## config.mk

```make
export PLATFORM = sky130hd
export DESIGN_NAME = client_liveness_table_top_flat
export DESIGN_NICKNAME = d
export VERILOG_FILES = /design/src/rtl/clt_pkg.sv /design/src/rtl/clt_if.sv /design/src/rtl/client_liveness_table_top.sv /design/src/rtl/clt_ram.sv /design/src/rtl/clt_ctrl.sv /design/src/flat_wrapper.sv
export SDC_FILE = /design/constraint.sdc
export NUM_CORES = 2
export LEC_CHECK = 0
export BUFFER_PORTS_ARGS = -buffer_cell sky130_fd_sc_hd__buf_4
export CORE_MARGIN = 2
export CORE_UTILIZATION = 40
export CTS_CLUSTER_SIZE = 10
export DETAILED_ROUTE_END_ITERATION = 10
export GPL_TIMING_DRIVEN = 1
export PLACE_DENSITY = 0.54
export SYNTH_ARGS = -nofsm -noshare
export SYNTH_HDL_FRONTEND = slang
export SYNTH_SLANG_ARGS = --single-unit
```

## constraint.sdc

```tcl
create_clock -name i_clk -period 6.8 [get_ports i_clk]
set_clock_uncertainty 0.05 [all_clocks]
set_input_delay 0.34 -clock i_clk [delete_from_list [all_inputs] [get_ports i_clk]]
set_output_delay 0.34 -clock i_clk [all_outputs]
set_load 0.1 [all_outputs]
```

## src/rtl/clt_pkg.sv

```systemverilog
package clt_pkg;

    localparam logic [1:0] KIND_HEARTBEAT = 2'd0;
    localparam logic [1:0] KIND_OFFLINE   = 2'd1;
    localparam logic [1:0] KIND_CHECK     = 2'd2;

    localparam logic [2:0] STATUS_OFFLINE = 3'd6;

    localparam logic [31:0] THRESH_RESET  = 32'd35;

    typedef enum logic [2:0] {
        EV_NONE     = 3'd0,
        EV_NEW      = 3'd1,
        EV_UPDATED  = 3'd2,
        EV_OFFLINE  = 3'd3,
        EV_SILENT   = 3'd4,
        EV_FULL     = 3'd5,
        EV_NOTFOUND = 3'd6
    } t_event;

    typedef enum logic [1:0] {
        S_IDLE,
        S_SCAN,
        S_SHIFT,
        S_DONE
    } t_state;

    // one table entry as held in memory
    typedef struct packed {
        logic [30:0] id;
        logic [31:0] heard;
    } t_entry;

    typedef struct packed {
        logic [2:0]  event_res;
        logic [3:0]  slot;
        logic [30:0] entry_id;
        logic [2:0]  entry_status;
        logic [4:0]  client_count;
        logic        all_offline;
    } t_result;

endpackage

```

## src/rtl/clt_if.sv

```systemverilog
interface clt_in_if;
    logic        valid;
    logic        ready;
    logic [1:0]  kind;
    logic [30:0] client_id;
    logic [2:0]  status;
    logic        from_dc;
    logic [31:0] now;

    modport source (output valid, kind, client_id, status, from_dc, now, input ready);
    modport sink   (input valid, kind, client_id, status, from_dc, now, output ready);
endinterface

interface clt_out_if;
    logic        valid;
    logic        ready;
    logic [2:0]  event_res;
    logic [3:0]  slot;
    logic [30:0] entry_id;
    logic [2:0]  entry_status;
    logic [4:0]  client_count;
    logic        all_offline;

    modport source (output valid, event_res, slot, entry_id, entry_status, client_count,
                    all_offline, input ready);
    modport sink   (input valid, event_res, slot, entry_id, entry_status, client_count,
                    all_offline, output ready);
endinterface

```

## src/rtl/client_liveness_table_top.sv

```systemverilog
// From accept to o_out.valid the table is scanned one slot a cycle, from slot 0 up to a hit
// or to the last entry; a removal then shifts the later entries down one slot; an item that
// touches no entry goes straight to the result. One item is handled at a time: a new one is
// accepted only after the last result has moved into the output register.
// Reset (synchronous, active low) empties the table, threshold 35; entry memory not cleared.
module client_liveness_table_top
    import clt_pkg::*;
#(
    parameter int MAX_CLIENTS = 16
) (
    input  logic        i_clk,
    input  logic        i_rst_n,
    clt_in_if.sink      i_in,
    clt_out_if.source   o_out,
    input  logic        i_cfg_we,
    input  logic [31:0] i_cfg_wdata
);

    localparam int IW = $clog2(MAX_CLIENTS);

    logic [31:0] r_thresh;
    logic        r_out_valid;
    t_result     r_out;

    logic          w_out_free;
    logic          w_res_valid;
    t_result       w_res;
    logic          w_we;
    logic [IW-1:0] w_waddr;
    t_entry        w_wdata;
    logic [IW-1:0] w_raddr;
    t_entry        w_rdata;

    assign w_out_free = !r_out_valid || o_out.ready;

    clt_ctrl #(
        .MAX_CLIENTS (MAX_CLIENTS)
    ) u_ctrl (
        .i_clk       (i_clk),
        .i_rst_n     (i_rst_n),
        .i_in        (i_in),
        .i_thresh    (r_thresh),
        .i_out_free  (w_out_free),
        .o_res_valid (w_res_valid),
        .o_res       (w_res),
        .o_we        (w_we),
        .o_waddr     (w_waddr),
        .o_wdata     (w_wdata),
        .o_raddr     (w_raddr),
        .i_rdata     (w_rdata)
    );

    clt_ram #(
        .WIDTH ($bits(t_entry)),
        .DEPTH (MAX_CLIENTS)
    ) u_ram (
        .i_clk   (i_clk),
        .i_we    (w_we),
        .i_waddr (w_waddr),
        .i_wdata (w_wdata),
        .i_raddr (w_raddr),
        .o_rdata (w_rdata)
    );

    always_ff @(posedge i_clk) begin
        if (!i_rst_n) begin
            r_thresh    <= THRESH_RESET;
            r_out_valid <= 1'b0;
        end else begin
            if (i_cfg_we) begin
                r_thresh <= i_cfg_wdata;
            end
            if (w_out_free) begin
                r_out_valid <= w_res_valid;
                if (w_res_valid) begin
                    r_out <= w_res;
                end
            end
        end
    end

    assign o_out.valid        = r_out_valid;
    assign o_out.event_res    = r_out.event_res;
    assign o_out.slot         = r_out.slot;
    assign o_out.entry_id     = r_out.entry_id;
    assign o_out.entry_status = r_out.entry_status;
    assign o_out.client_count = r_out.client_count;
    assign o_out.all_offline  = r_out.all_offline;

`ifndef SYNTHESIS
    // an emptied table is only ever reported on a removal word
    a_alloff_removal: assert property (@(posedge i_clk) disable iff (!i_rst_n)
        o_out.valid && o_out.all_offline |->
            (o_out.client_count == 5'd0)
            && ((o_out.event_res == EV_OFFLINE) || (o_out.event_res == EV_SILENT)))
        else $error("all_offline without an emptying removal");

    // no new word taken while a result is still held in the sequencer
    a_one_item: assert property (@(posedge i_clk) disable iff (!i_rst_n)
        i_in.ready |-> !w_res_valid)
        else $error("input ready while a result is pending");

    // a finished result reaches the output register once there is room
    a_res_moves: assert property (@(posedge i_clk) disable iff (!i_rst_n)
        w_res_valid && w_out_free |=> o_out.valid)
        else $error("result lost on its way to the output");

    // full and not-found words carry slot zero
    a_slot_zero: assert property (@(posedge i_clk) disable iff (!i_rst_n)
        o_out.valid && ((o_out.event_res == EV_FULL) || (o_out.event_res == EV_NOTFOUND))
            |-> (o_out.slot == 4'd0))
        else $error("non-zero slot on a full or not-found word");
`endif

endmodule

```

## src/rtl/clt_ram.sv

```systemverilog
module clt_ram #(
    parameter int WIDTH = 63,
    parameter int DEPTH = 16
) (
    input  logic                     i_clk,
    input  logic                     i_we,
    input  logic [$clog2(DEPTH)-1:0] i_waddr,
    input  logic [WIDTH-1:0]         i_wdata,
    input  logic [$clog2(DEPTH)-1:0] i_raddr,
    output logic [WIDTH-1:0]         o_rdata
);

    logic [WIDTH-1:0] r_mem [DEPTH];
    logic [WIDTH-1:0] r_rdata;

    always_ff @(posedge i_clk) begin
        if (i_we) begin
            r_mem[i_waddr] <= i_wdata;
        end
        r_rdata <= r_mem[i_raddr];
    end

    assign o_rdata = r_rdata;

endmodule

```

## src/rtl/clt_ctrl.sv

```systemverilog
module clt_ctrl
    import clt_pkg::*;
#(
    parameter int MAX_CLIENTS = 16
) (
    input  logic                           i_clk,
    input  logic                           i_rst_n,
    clt_in_if.sink                         i_in,
    input  logic [31:0]                    i_thresh,
    input  logic                           i_out_free,
    output logic                           o_res_valid,
    output t_result                        o_res,
    output logic                           o_we,
    output logic [$clog2(MAX_CLIENTS)-1:0] o_waddr,
    output t_entry                         o_wdata,
    output logic [$clog2(MAX_CLIENTS)-1:0] o_raddr,
    input  t_entry                         i_rdata
);

    localparam int IW = $clog2(MAX_CLIENTS);
    localparam int CW = $clog2(MAX_CLIENTS + 1);
    localparam logic [CW-1:0] MAX_C = CW'(MAX_CLIENTS);

    t_state r_state, n_state;

    logic [1:0]    r_kind;
    logic [30:0]   r_id;
    logic [2:0]    r_status;
    logic          r_from_dc;
    logic [31:0]   r_now;
    logic [CW-1:0] r_count;
    logic [CW-1:0] r_iss;
    logic          r_rd_vld;
    logic [IW-1:0] r_rd_idx;
    logic [CW-1:0] r_sh_rd;
    logic          r_sh_wvld;
    logic [IW-1:0] r_sh_wa;
    t_event        r_ev;
    logic [IW-1:0] r_slot;
    logic [30:0]   r_eid;
    logic [2:0]    r_est;
    logic          r_rm;

    logic w_accept;
    logic w_silent;
    logic w_hit;
    logic w_miss;
    logic w_sh_done;
    logic w_work;

    assign w_accept = i_in.valid && i_in.ready;

    // a timestamp later than now counts as no silence
    assign w_silent  = (r_now >= i_rdata.heard) && ((r_now - i_rdata.heard) > i_thresh);
    assign w_hit     = r_rd_vld && ((r_kind == KIND_CHECK) ? w_silent : (i_rdata.id == r_id));
    assign w_miss    = !r_rd_vld && (r_iss >= r_count);
    assign w_sh_done = !r_sh_wvld && (r_sh_rd >= r_count);

    assign w_work = ((i_in.kind == KIND_HEARTBEAT) && i_in.from_dc)
                 || ((i_in.kind == KIND_OFFLINE) && (i_in.status == STATUS_OFFLINE))
                 || (i_in.kind == KIND_CHECK);

    // next state
    always_comb begin
        n_state = r_state;
        unique case (r_state)
            S_IDLE: begin
                if (w_accept) begin
                    n_state = w_work ? S_SCAN : S_DONE;
                end
            end
            S_SCAN: begin
                if (w_hit) begin
                    n_state = (r_kind == KIND_HEARTBEAT) ? S_DONE : S_SHIFT;
                end else if (w_miss) begin
                    n_state = S_DONE;
                end
            end
            S_SHIFT: begin
                if (w_sh_done) begin
                    n_state = S_DONE;
                end
            end
            S_DONE: begin
                if (i_out_free) begin
                    n_state = S_IDLE;
                end
            end
        endcase
    end

    // outputs and memory port
    always_comb begin
        i_in.ready  = 1'b0;
        o_res_valid = 1'b0;
        o_we        = 1'b0;
        o_waddr     = r_rd_idx;
        o_wdata     = '{id: r_id, heard: r_now};
        o_raddr     = r_iss[IW-1:0];
        unique case (r_state)
            S_IDLE: begin
                i_in.ready = 1'b1;
            end
            S_SCAN: begin
                if (r_kind == KIND_HEARTBEAT) begin
                    if (w_hit) begin
                        o_we = 1'b1;
                    end else if (w_miss && (r_count < MAX_C)) begin
                        o_we    = 1'b1;
                        o_waddr = r_count[IW-1:0];
                    end
                end
            end
            S_SHIFT: begin
                o_raddr = r_sh_rd[IW-1:0];
                o_we    = r_sh_wvld;
                o_waddr = r_sh_wa;
                o_wdata = i_rdata;
            end
            S_DONE: begin
                o_res_valid = 1'b1;
            end
        endcase
    end

    always_comb begin
        o_res.event_res    = r_ev;
        o_res.slot         = 4'(r_slot);
        o_res.entry_id     = r_eid;
        o_res.entry_status = r_est;
        o_res.client_count = 5'(r_count);
        o_res.all_offline  = r_rm && (r_count == '0);
    end

    always_ff @(posedge i_clk) begin
        if (!i_rst_n) begin
            r_state   <= S_IDLE;
            r_count   <= '0;
            r_rd_vld  <= 1'b0;
            r_sh_wvld <= 1'b0;
        end else begin
            r_state <= n_state;
            unique case (r_state)
                S_IDLE: begin
                    if (w_accept) begin
                        r_kind    <= i_in.kind;
                        r_id      <= i_in.client_id;
                        r_status  <= i_in.status;
                        r_from_dc <= i_in.from_dc;
                        r_now     <= i_in.now;
                        r_iss     <= '0;
                        r_rd_vld  <= 1'b0;
                        r_ev      <= EV_NONE;
                        r_slot    <= '0;
                        r_eid     <= '0;
                        r_est     <= '0;
                        r_rm      <= 1'b0;
                    end
                end
                S_SCAN: begin
                    // one read issued per cycle, compare on the word in the cycle after its read
                    if (r_iss < r_count) begin
                        r_iss    <= r_iss + 1'b1;
                        r_rd_vld <= 1'b1;
                        r_rd_idx <= r_iss[IW-1:0];
                    end else begin
                        r_rd_vld <= 1'b0;
                    end
                    if (w_hit) begin
                        r_slot    <= r_rd_idx;
                        r_sh_rd   <= CW'(r_rd_idx) + 1'b1;
                        r_sh_wvld <= 1'b0;
                        if (r_kind == KIND_HEARTBEAT) begin
                            r_ev  <= EV_UPDATED;
                            r_eid <= r_id;
                            r_est <= r_status;
                        end else if (r_kind == KIND_OFFLINE) begin
                            r_ev  <= EV_OFFLINE;
                            r_eid <= r_id;
                            r_est <= STATUS_OFFLINE;
                            r_rm  <= 1'b1;
                        end else begin
                            r_ev  <= EV_SILENT;
                            r_eid <= i_rdata.id;
                            r_est <= STATUS_OFFLINE;
                            r_rm  <= 1'b1;
                        end
                    end else if (w_miss) begin
                        if (r_kind == KIND_HEARTBEAT) begin
                            r_eid <= r_id;
                            r_est <= r_status;
                            if (r_count < MAX_C) begin
                                r_ev    <= EV_NEW;
                                r_slot  <= r_count[IW-1:0];
                                r_count <= r_count + 1'b1;
                            end else begin
                                r_ev <= EV_FULL;
                            end
                        end else if (r_kind == KIND_OFFLINE) begin
                            r_ev  <= EV_NOTFOUND;
                            r_eid <= r_id;
                            r_est <= r_status;
                        end
                    end
                end
                S_SHIFT: begin
                    // read slot k, write it to k-1 on the next cycle
                    if (r_sh_rd < r_count) begin
                        r_sh_rd   <= r_sh_rd + 1'b1;
                        r_sh_wvld <= 1'b1;
                        r_sh_wa   <= r_sh_rd[IW-1:0] - 1'b1;
                    end else begin
                        r_sh_wvld <= 1'b0;
                    end
                    if (w_sh_done) begin
                        r_count <= r_count - 1'b1;
                    end
                end
                S_DONE: begin
                    r_rd_vld <= r_rd_vld && r_from_dc;
                end
            endcase
        end
    end

endmodule
```

## src/flat_wrapper.sv

```systemverilog
// flat-port wrapper written by rule: the top's interface ports become plain ports
module client_liveness_table_top_flat import clt_pkg::*;
#(
    parameter int MAX_CLIENTS = 16
)
  (i_clk, i_rst_n, i_cfg_we, i_cfg_wdata, i_in_valid, i_in_kind, i_in_client_id, i_in_status, i_in_from_dc, i_in_now, i_in_ready, o_out_valid, o_out_event_res, o_out_slot, o_out_entry_id, o_out_entry_status, o_out_client_count, o_out_all_offline, o_out_ready);
  clt_in_if i_in_i ();
  clt_out_if o_out_i ();
  input  logic i_clk;
  input  logic i_rst_n;
  input  logic i_cfg_we;
  input  logic [31:0] i_cfg_wdata;
  input wire logic [$bits(i_in_i.valid)-1:0] i_in_valid;
  input wire logic [$bits(i_in_i.kind)-1:0] i_in_kind;
  input wire logic [$bits(i_in_i.client_id)-1:0] i_in_client_id;
  input wire logic [$bits(i_in_i.status)-1:0] i_in_status;
  input wire logic [$bits(i_in_i.from_dc)-1:0] i_in_from_dc;
  input wire logic [$bits(i_in_i.now)-1:0] i_in_now;
  output wire logic [$bits(i_in_i.ready)-1:0] i_in_ready;
  output wire logic [$bits(o_out_i.valid)-1:0] o_out_valid;
  output wire logic [$bits(o_out_i.event_res)-1:0] o_out_event_res;
  output wire logic [$bits(o_out_i.slot)-1:0] o_out_slot;
  output wire logic [$bits(o_out_i.entry_id)-1:0] o_out_entry_id;
  output wire logic [$bits(o_out_i.entry_status)-1:0] o_out_entry_status;
  output wire logic [$bits(o_out_i.client_count)-1:0] o_out_client_count;
  output wire logic [$bits(o_out_i.all_offline)-1:0] o_out_all_offline;
  input wire logic [$bits(o_out_i.ready)-1:0] o_out_ready;
  assign i_in_i.valid = i_in_valid;
  assign i_in_i.kind = i_in_kind;
  assign i_in_i.client_id = i_in_client_id;
  assign i_in_i.status = i_in_status;
  assign i_in_i.from_dc = i_in_from_dc;
  assign i_in_i.now = i_in_now;
  assign i_in_ready = i_in_i.ready;
  assign o_out_valid = o_out_i.valid;
  assign o_out_event_res = o_out_i.event_res;
  assign o_out_slot = o_out_i.slot;
  assign o_out_entry_id = o_out_i.entry_id;
  assign o_out_entry_status = o_out_i.entry_status;
  assign o_out_client_count = o_out_i.client_count;
  assign o_out_all_offline = o_out_i.all_offline;
  assign o_out_i.ready = o_out_ready;
  client_liveness_table_top #(.MAX_CLIENTS(MAX_CLIENTS)) u_core (.i_clk(i_clk), .i_rst_n(i_rst_n), .i_in(i_in_i), .o_out(o_out_i), .i_cfg_we(i_cfg_we), .i_cfg_wdata(i_cfg_wdata));
endmodule
```

* After elaboration in Yosys (flattened, before gate mapping)
Memories as Yosys holds them, arrays and structs flattened. A register that Yosys moved wholly into a read port is not among the register bits. Index checks and enable logic that the tools add are counted.
Word-level totals: bits in writable memories 1008, input port bits 106, bits in registers 218, output and inout bits 49, memories 1, logic and storage cells 174
Memory list:
- u_core.u_ram.r_mem | depth 16, width 63, read ports 1, clocked after Yosys merged registers in 1, wr ports 1, RTL line clt_ram.sv:13 | logic [WIDTH-1:0] r_mem [DEPTH];
Operators by class: mux-type cells 73, $add $sub $neg 7, equal/unequal tests 24, reduce and logical (&&, ||, !) cells 36, magnitude comparators 7
Operators with widths (count):
- $mux 31 | 7
- $mux 63 | 1
- $pmux 31 s2 | 1
- $mux 5 | 9
- $mux 3 | 13
- $mux 4 | 9
- $ge 32x32->1 | 1
- $gt 32x32->1 | 1
- $sub 32x32->32 | 1
- $eq 31x31->1 | 1
- $pmux 5 s2 | 3
- $ne 2x2->1 const B | 11
- $pmux 4 s2 | 2
- $add 5x1->5 const B | 3
- $mux 1 | 15
- $mux 2 | 6
- $pmux 3 s2 | 2
- $reduce_and 3->1 | 4
- $reduce_and 4->1 | 3
- $reduce_and 6->1 | 2
- $ge 5x5->1 | 2
- $logic_and 1x1->1 | 10
- $lt 5x5->1 | 2
- $reduce_and 5->1 | 2
- other kinds (19) | 36

* Logic depth before layout (Yosys ltp)
depth after elaboration 10, depth in mapped cells 23, depth with buffers taken out 22

* Modules after synthesis
Synthesis repeated with hierarchy kept, for this count alone.
Unflattened totals: cells, all modules 2751, area, all modules 51597.0 um2
By module, submodules not included:
- clt_ram | times used 1, cells an instance 1622, area an instance 38989.9 um2
- clt_ctrl | times used 1, cells an instance 974, area an instance 9915.8 um2
- client_liveness_table_top | times used 1, cells an instance 155, area an instance 2691.3 um2

* Least setup slack after synthesis
No wires, ideal clock.
path type register to register, start register u_core.u_ctrl.r_now[0], end register u_core.u_ctrl.r_eid[0] (enable), data arrival time 6120 ps, data required time 6296 ps, clock period less this slack 6624 ps, path slack 176 ps, stages on the path, launching flop included 22, buffers on the path 0, cells stage by stage edfxtp_1 > inv_1 > ha_1 > fa_1 > nand2b_1 > a21oi_1 > a21oi_1 > o31ai_1 > a31oi_1 > a21boi_1 > a21o_1 > a21oi_1 > xnor2_1 > ha_1 > nand3_1 > o22ai_1 > o21ai_1 > a21oi_1 > a2111oi_0 > a31oi_1 > nand2_1 > a31oi_1
On the way: word-level cells in the longest chain between the ends 7, elaborated cells between the ends (all ways) 9
Ends and longest elaborated chain:
- from (decl) | RTL line clt_ctrl.sv:30 | logic [31:0] r_now;
- from (signal assigned) | RTL line clt_ctrl.sv:150 | r_now <= i_in.now;
- $sub 32x32->32 | RTL line clt_ctrl.sv:54 | assign w_silent = (r_now >= i_rdata.heard) && ((r_now - i_rdata.heard) > i_thresh);
- $gt 32x32->1 | RTL line clt_ctrl.sv:54
- $logic_and 1x1->1 * | RTL line clt_ctrl.sv:54
- $mux 1 * | RTL line clt_ctrl.sv:55 | assign w_hit = r_rd_vld && ((r_kind == KIND_CHECK) ? w_silent : (i_rdata.id == r_id));
- $logic_and 1x1->1 * | RTL line clt_ctrl.sv:55
- $ne 4x4->1 (no line) or $ne 3x3->1 (tied branches)
- $reduce_and 5->1 (no line) *
- to (signal assigned) | RTL line clt_ctrl.sv:175 | r_eid <= r_id;
- to (signal assigned) | RTL line clt_ctrl.sv:179 | r_eid <= r_id;
- to (signal assigned) | RTL line clt_ctrl.sv:184 | r_eid <= i_rdata.id;
- to (decl) | RTL line clt_ctrl.sv:40 | logic [30:0] r_eid;
Every way passes the cells marked *; elsewhere a longest branch is shown, timed or not. A chain may end at the register's enable or synchronous reset.

* Worst setup path in the final report
start register u_core.u_ctrl.r_now[0], end register u_core.u_ctrl.r_eid[21] (enable)
Same word-level chain as after synthesis.

==> metrics.cfg <==
[power]
power.total_mw = 24.59
power.density_nw_per_um2 = 404.9
ir_drop_uv = 304.3
leakagePower_nw = 20.43

[setup_path]
critical_path.max_fanout = 34
regToRegSetupSlack_ns = 0.75
endpoint_kind = flop
critPathLaunch = u_core.u_ctrl.r_now[0]$_DFFE_PP_
worstSetupStartpointType = flop
cp.required_ns = 7.17
r2r-start = u_core.u_ctrl.r_now[0]$_DFFE_PP_
critPathKind = reg2reg
cp.arrival_ns = 6.42

[grt]
grt_start_max_net_pins = 127
grt_pass1_wl_um = 189700
antenna_found_initial = 3
grt_usage = 0.1986
grt_remaining_overflow = 0
grt_pass1_vias = 28065

[finish]
nets = 3354
layout_commonest_cell = edfxtp_1
final_util = 0.4763
area_growth_pct = 18.06
layout-drive-gt1-share = 0.2252
final_cell_mix = edfxtp_1 (1184), mux4_2 (252), buf_4 (183)
fin_cells = 4930
final_area_um2 = 60730
num_antenna_cells = 0

[timing]
maxSlewHeadroom = 0.2139
hold_slack_ns = 0.1039
rsz0062_at_grt = no
timing.final.ws_setup_ns = 0.7479
worstMarginPinSlew_ns = 1.154
fmax_mhz = 165.2
period_share = 0.8900
slew_violations = 0
finalHoldViolCount = 0
setup_viol = 0
tns_ns = 0
fin_crit_ns = 6.052

[detailed_routing]
drt_pre_antenna_iters = 8
vias = 27043
routed_wirelength_um = 130100
vias_per_cell = 5.485
antenna_left = 0
drc = 0
drtIter0Drc = 2413
wire_per_inst_um = 26.38

[die]
die_w_um = 362.6
dieHeight_um = 362.6
start_util = 0.4034
dieArea_um2 = 131500
top_level_ports = 155
rows = 131
core_area_um2 = 127500

[worst_hold_path]
hp-start = i_cfg_we
hp-class = in2reg

[clock_tree]
clockRootBuffer = clkbuf_16
clk_path_buf_depth = 3
cts.sinks = 1289
clk_pin_slew_ns = 0.06
cts_buffers = 150
clock_latency_ns = 0.76
cts.repair.resized = 0
cts_tree = yes
postCtsSetupRepairBufs = 0
htreeDepth = 4

[yosys]
postSynthAreaPerCell_um2 = 18.30
ys_seq_area_frac = 0.7320
ys_types = 66
synth_top_family_by_area = multiplexers
yosys_warnings = 0
synthFlopType = edfxtp_1
synth-edff-count = 1184
synthSimpleGateAreaFrac = 0.04111
synth-xor-area-share = 0.01277
synth_largest_area_cell = edfxtp_1
synthMuxAreaShare = 0.1378
synth_nets = 3004
ys_top_cells_by_area = edfxtp_1 (69%), mux4_2 (11%), dfxtp_1 (4.1%)
async_reset_ff_frac = 0
synth_area_um2 = 51440
yosys.area_share.adder = 0.02145
ys_ff_latch = 1289
synth_compound_area_frac = 0.03819
yosysTopAreaCellShare = 0.6912
synthCells = 2811

[flow_run]
cap_violations = 0

[placement]
gp_congestion = 0.8338
dp_slack_ns = 0.8793
io_buffers = 154
placed_area_um2 = 55230
dpl.hpwl_um = 71780
place_inst = 4564

[run_status]
status = completed

==> cell type report <==
type                    count  area (um^2)
inverters                  96        360.3
well taps                1662         2079
fillers                 10701        66790
clock buffers             247         4294
multi-input cells        1303        13140
clock inverters            12        135.1
repair buffers            321         3065
flip-flops and latches   1289        37660
==> per-layer routing <==
| metal | vias to the layer above | routed length (um) | GRT usage |
|---|---|---|---|
| li1 | 11873 | - | - |
| met1 | 14255 | 58200 | 0.2753 |
| met2 | 744 | 63670 | 0.3289 |
| met3 | 171 | 5734 | 0.02948 |
| met4 | 0 | 2464 | 0.05240 |
| met5 | - | 0 | 0 |
==> flip-flops by register name (all words and copies together), names as in the netlist, 5 cells and up <==
signal	count
u_core.u_ram.r_mem	1008
u_core.u_ctrl.r_eid	31
u_core.o_out.client_count	5
u_core.u_ram.o_rdata	63
u_core.u_ctrl.r_id	31
u_core.u_ctrl.r_iss	5
u_core.u_ctrl.r_count	5
u_core.u_ctrl.r_now	32
u_core.u_ctrl.r_sh_rd	5
u_core.r_thresh	32
u_core.o_out.entry_id	31
==> final timing paths <==
kind                            cells after the start                                      to
worst min-delay path                                3        u_core.r_thresh[15]$_SDFFE_PN0P_
worst max-delay path                               22   u_core.u_ctrl.r_eid[21]$_SDFFCE_PN0P_
worst min register to register                      0  u_core.o_out.entry_status[2]$_DFFE_PP_
worst max register to register                     22   u_core.u_ctrl.r_eid[21]$_SDFFCE_PN0P_
==> critical path, stage by stage, from the launching register on <==
cell,delay [ns]
edfxtp_1,0.31
inv_1,0.05
ha_1,0.20
fa_1,0.40
nand2b_1,0.16
a21oi_1,0.32
a21oi_1,0.24
o31ai_1,0.61
a31oi_1,0.23
a21boi_1,0.24
a21o_1,0.14
a21oi_1,0.07
xnor2_1,0.14
ha_1,0.28
nand3_1,0.11
o22ai_1,0.19
o21ai_1,0.07
a21oi_1,0.16
a2111oi_0,0.09
a31oi_1,0.54
nand2_1,0.36
a31oi_4,0.33
buf_12,0.27
==> power by group <==
part	leakage, nW	internal (mW)	switching, mW
sequential	11.6	9.83	0.334
clock	2.13	4.29	3.05
combinational	6.74	2.80	4.27
total	20.4	16.9	7.66
==> what timing repair did <==
action	CTS	global route
setup endpoints to repair	0	0
endpoints found under the hold margin	105	0
hold buffers	107	0
==> logic make-up after synthesis <==
family                     Yosys count
buffers and inverters              219
and+or+nand+nor                    461
xor gates and xnor gates            75
adders and majority gates           87
AOI/OAI and AO/OA                  295
DFF                               1289
muxes                              385
==> Yosys cell counts (all sizes together), types with 18 or more instances <==
master	instances
a21oi	59
a31oi	70
nand3	24
mux4	252
a21o	18
a211oi	70
clkbuf	91
nor2	121
mux2	64
and2	68
mux2i	69
xnor2	29
nand2	178
edfxtp	1184
inv	96
dfxtp	105
xor2	46
o21ai	31
ha	85
buf	32
Power figures use the tool's default switching activity.
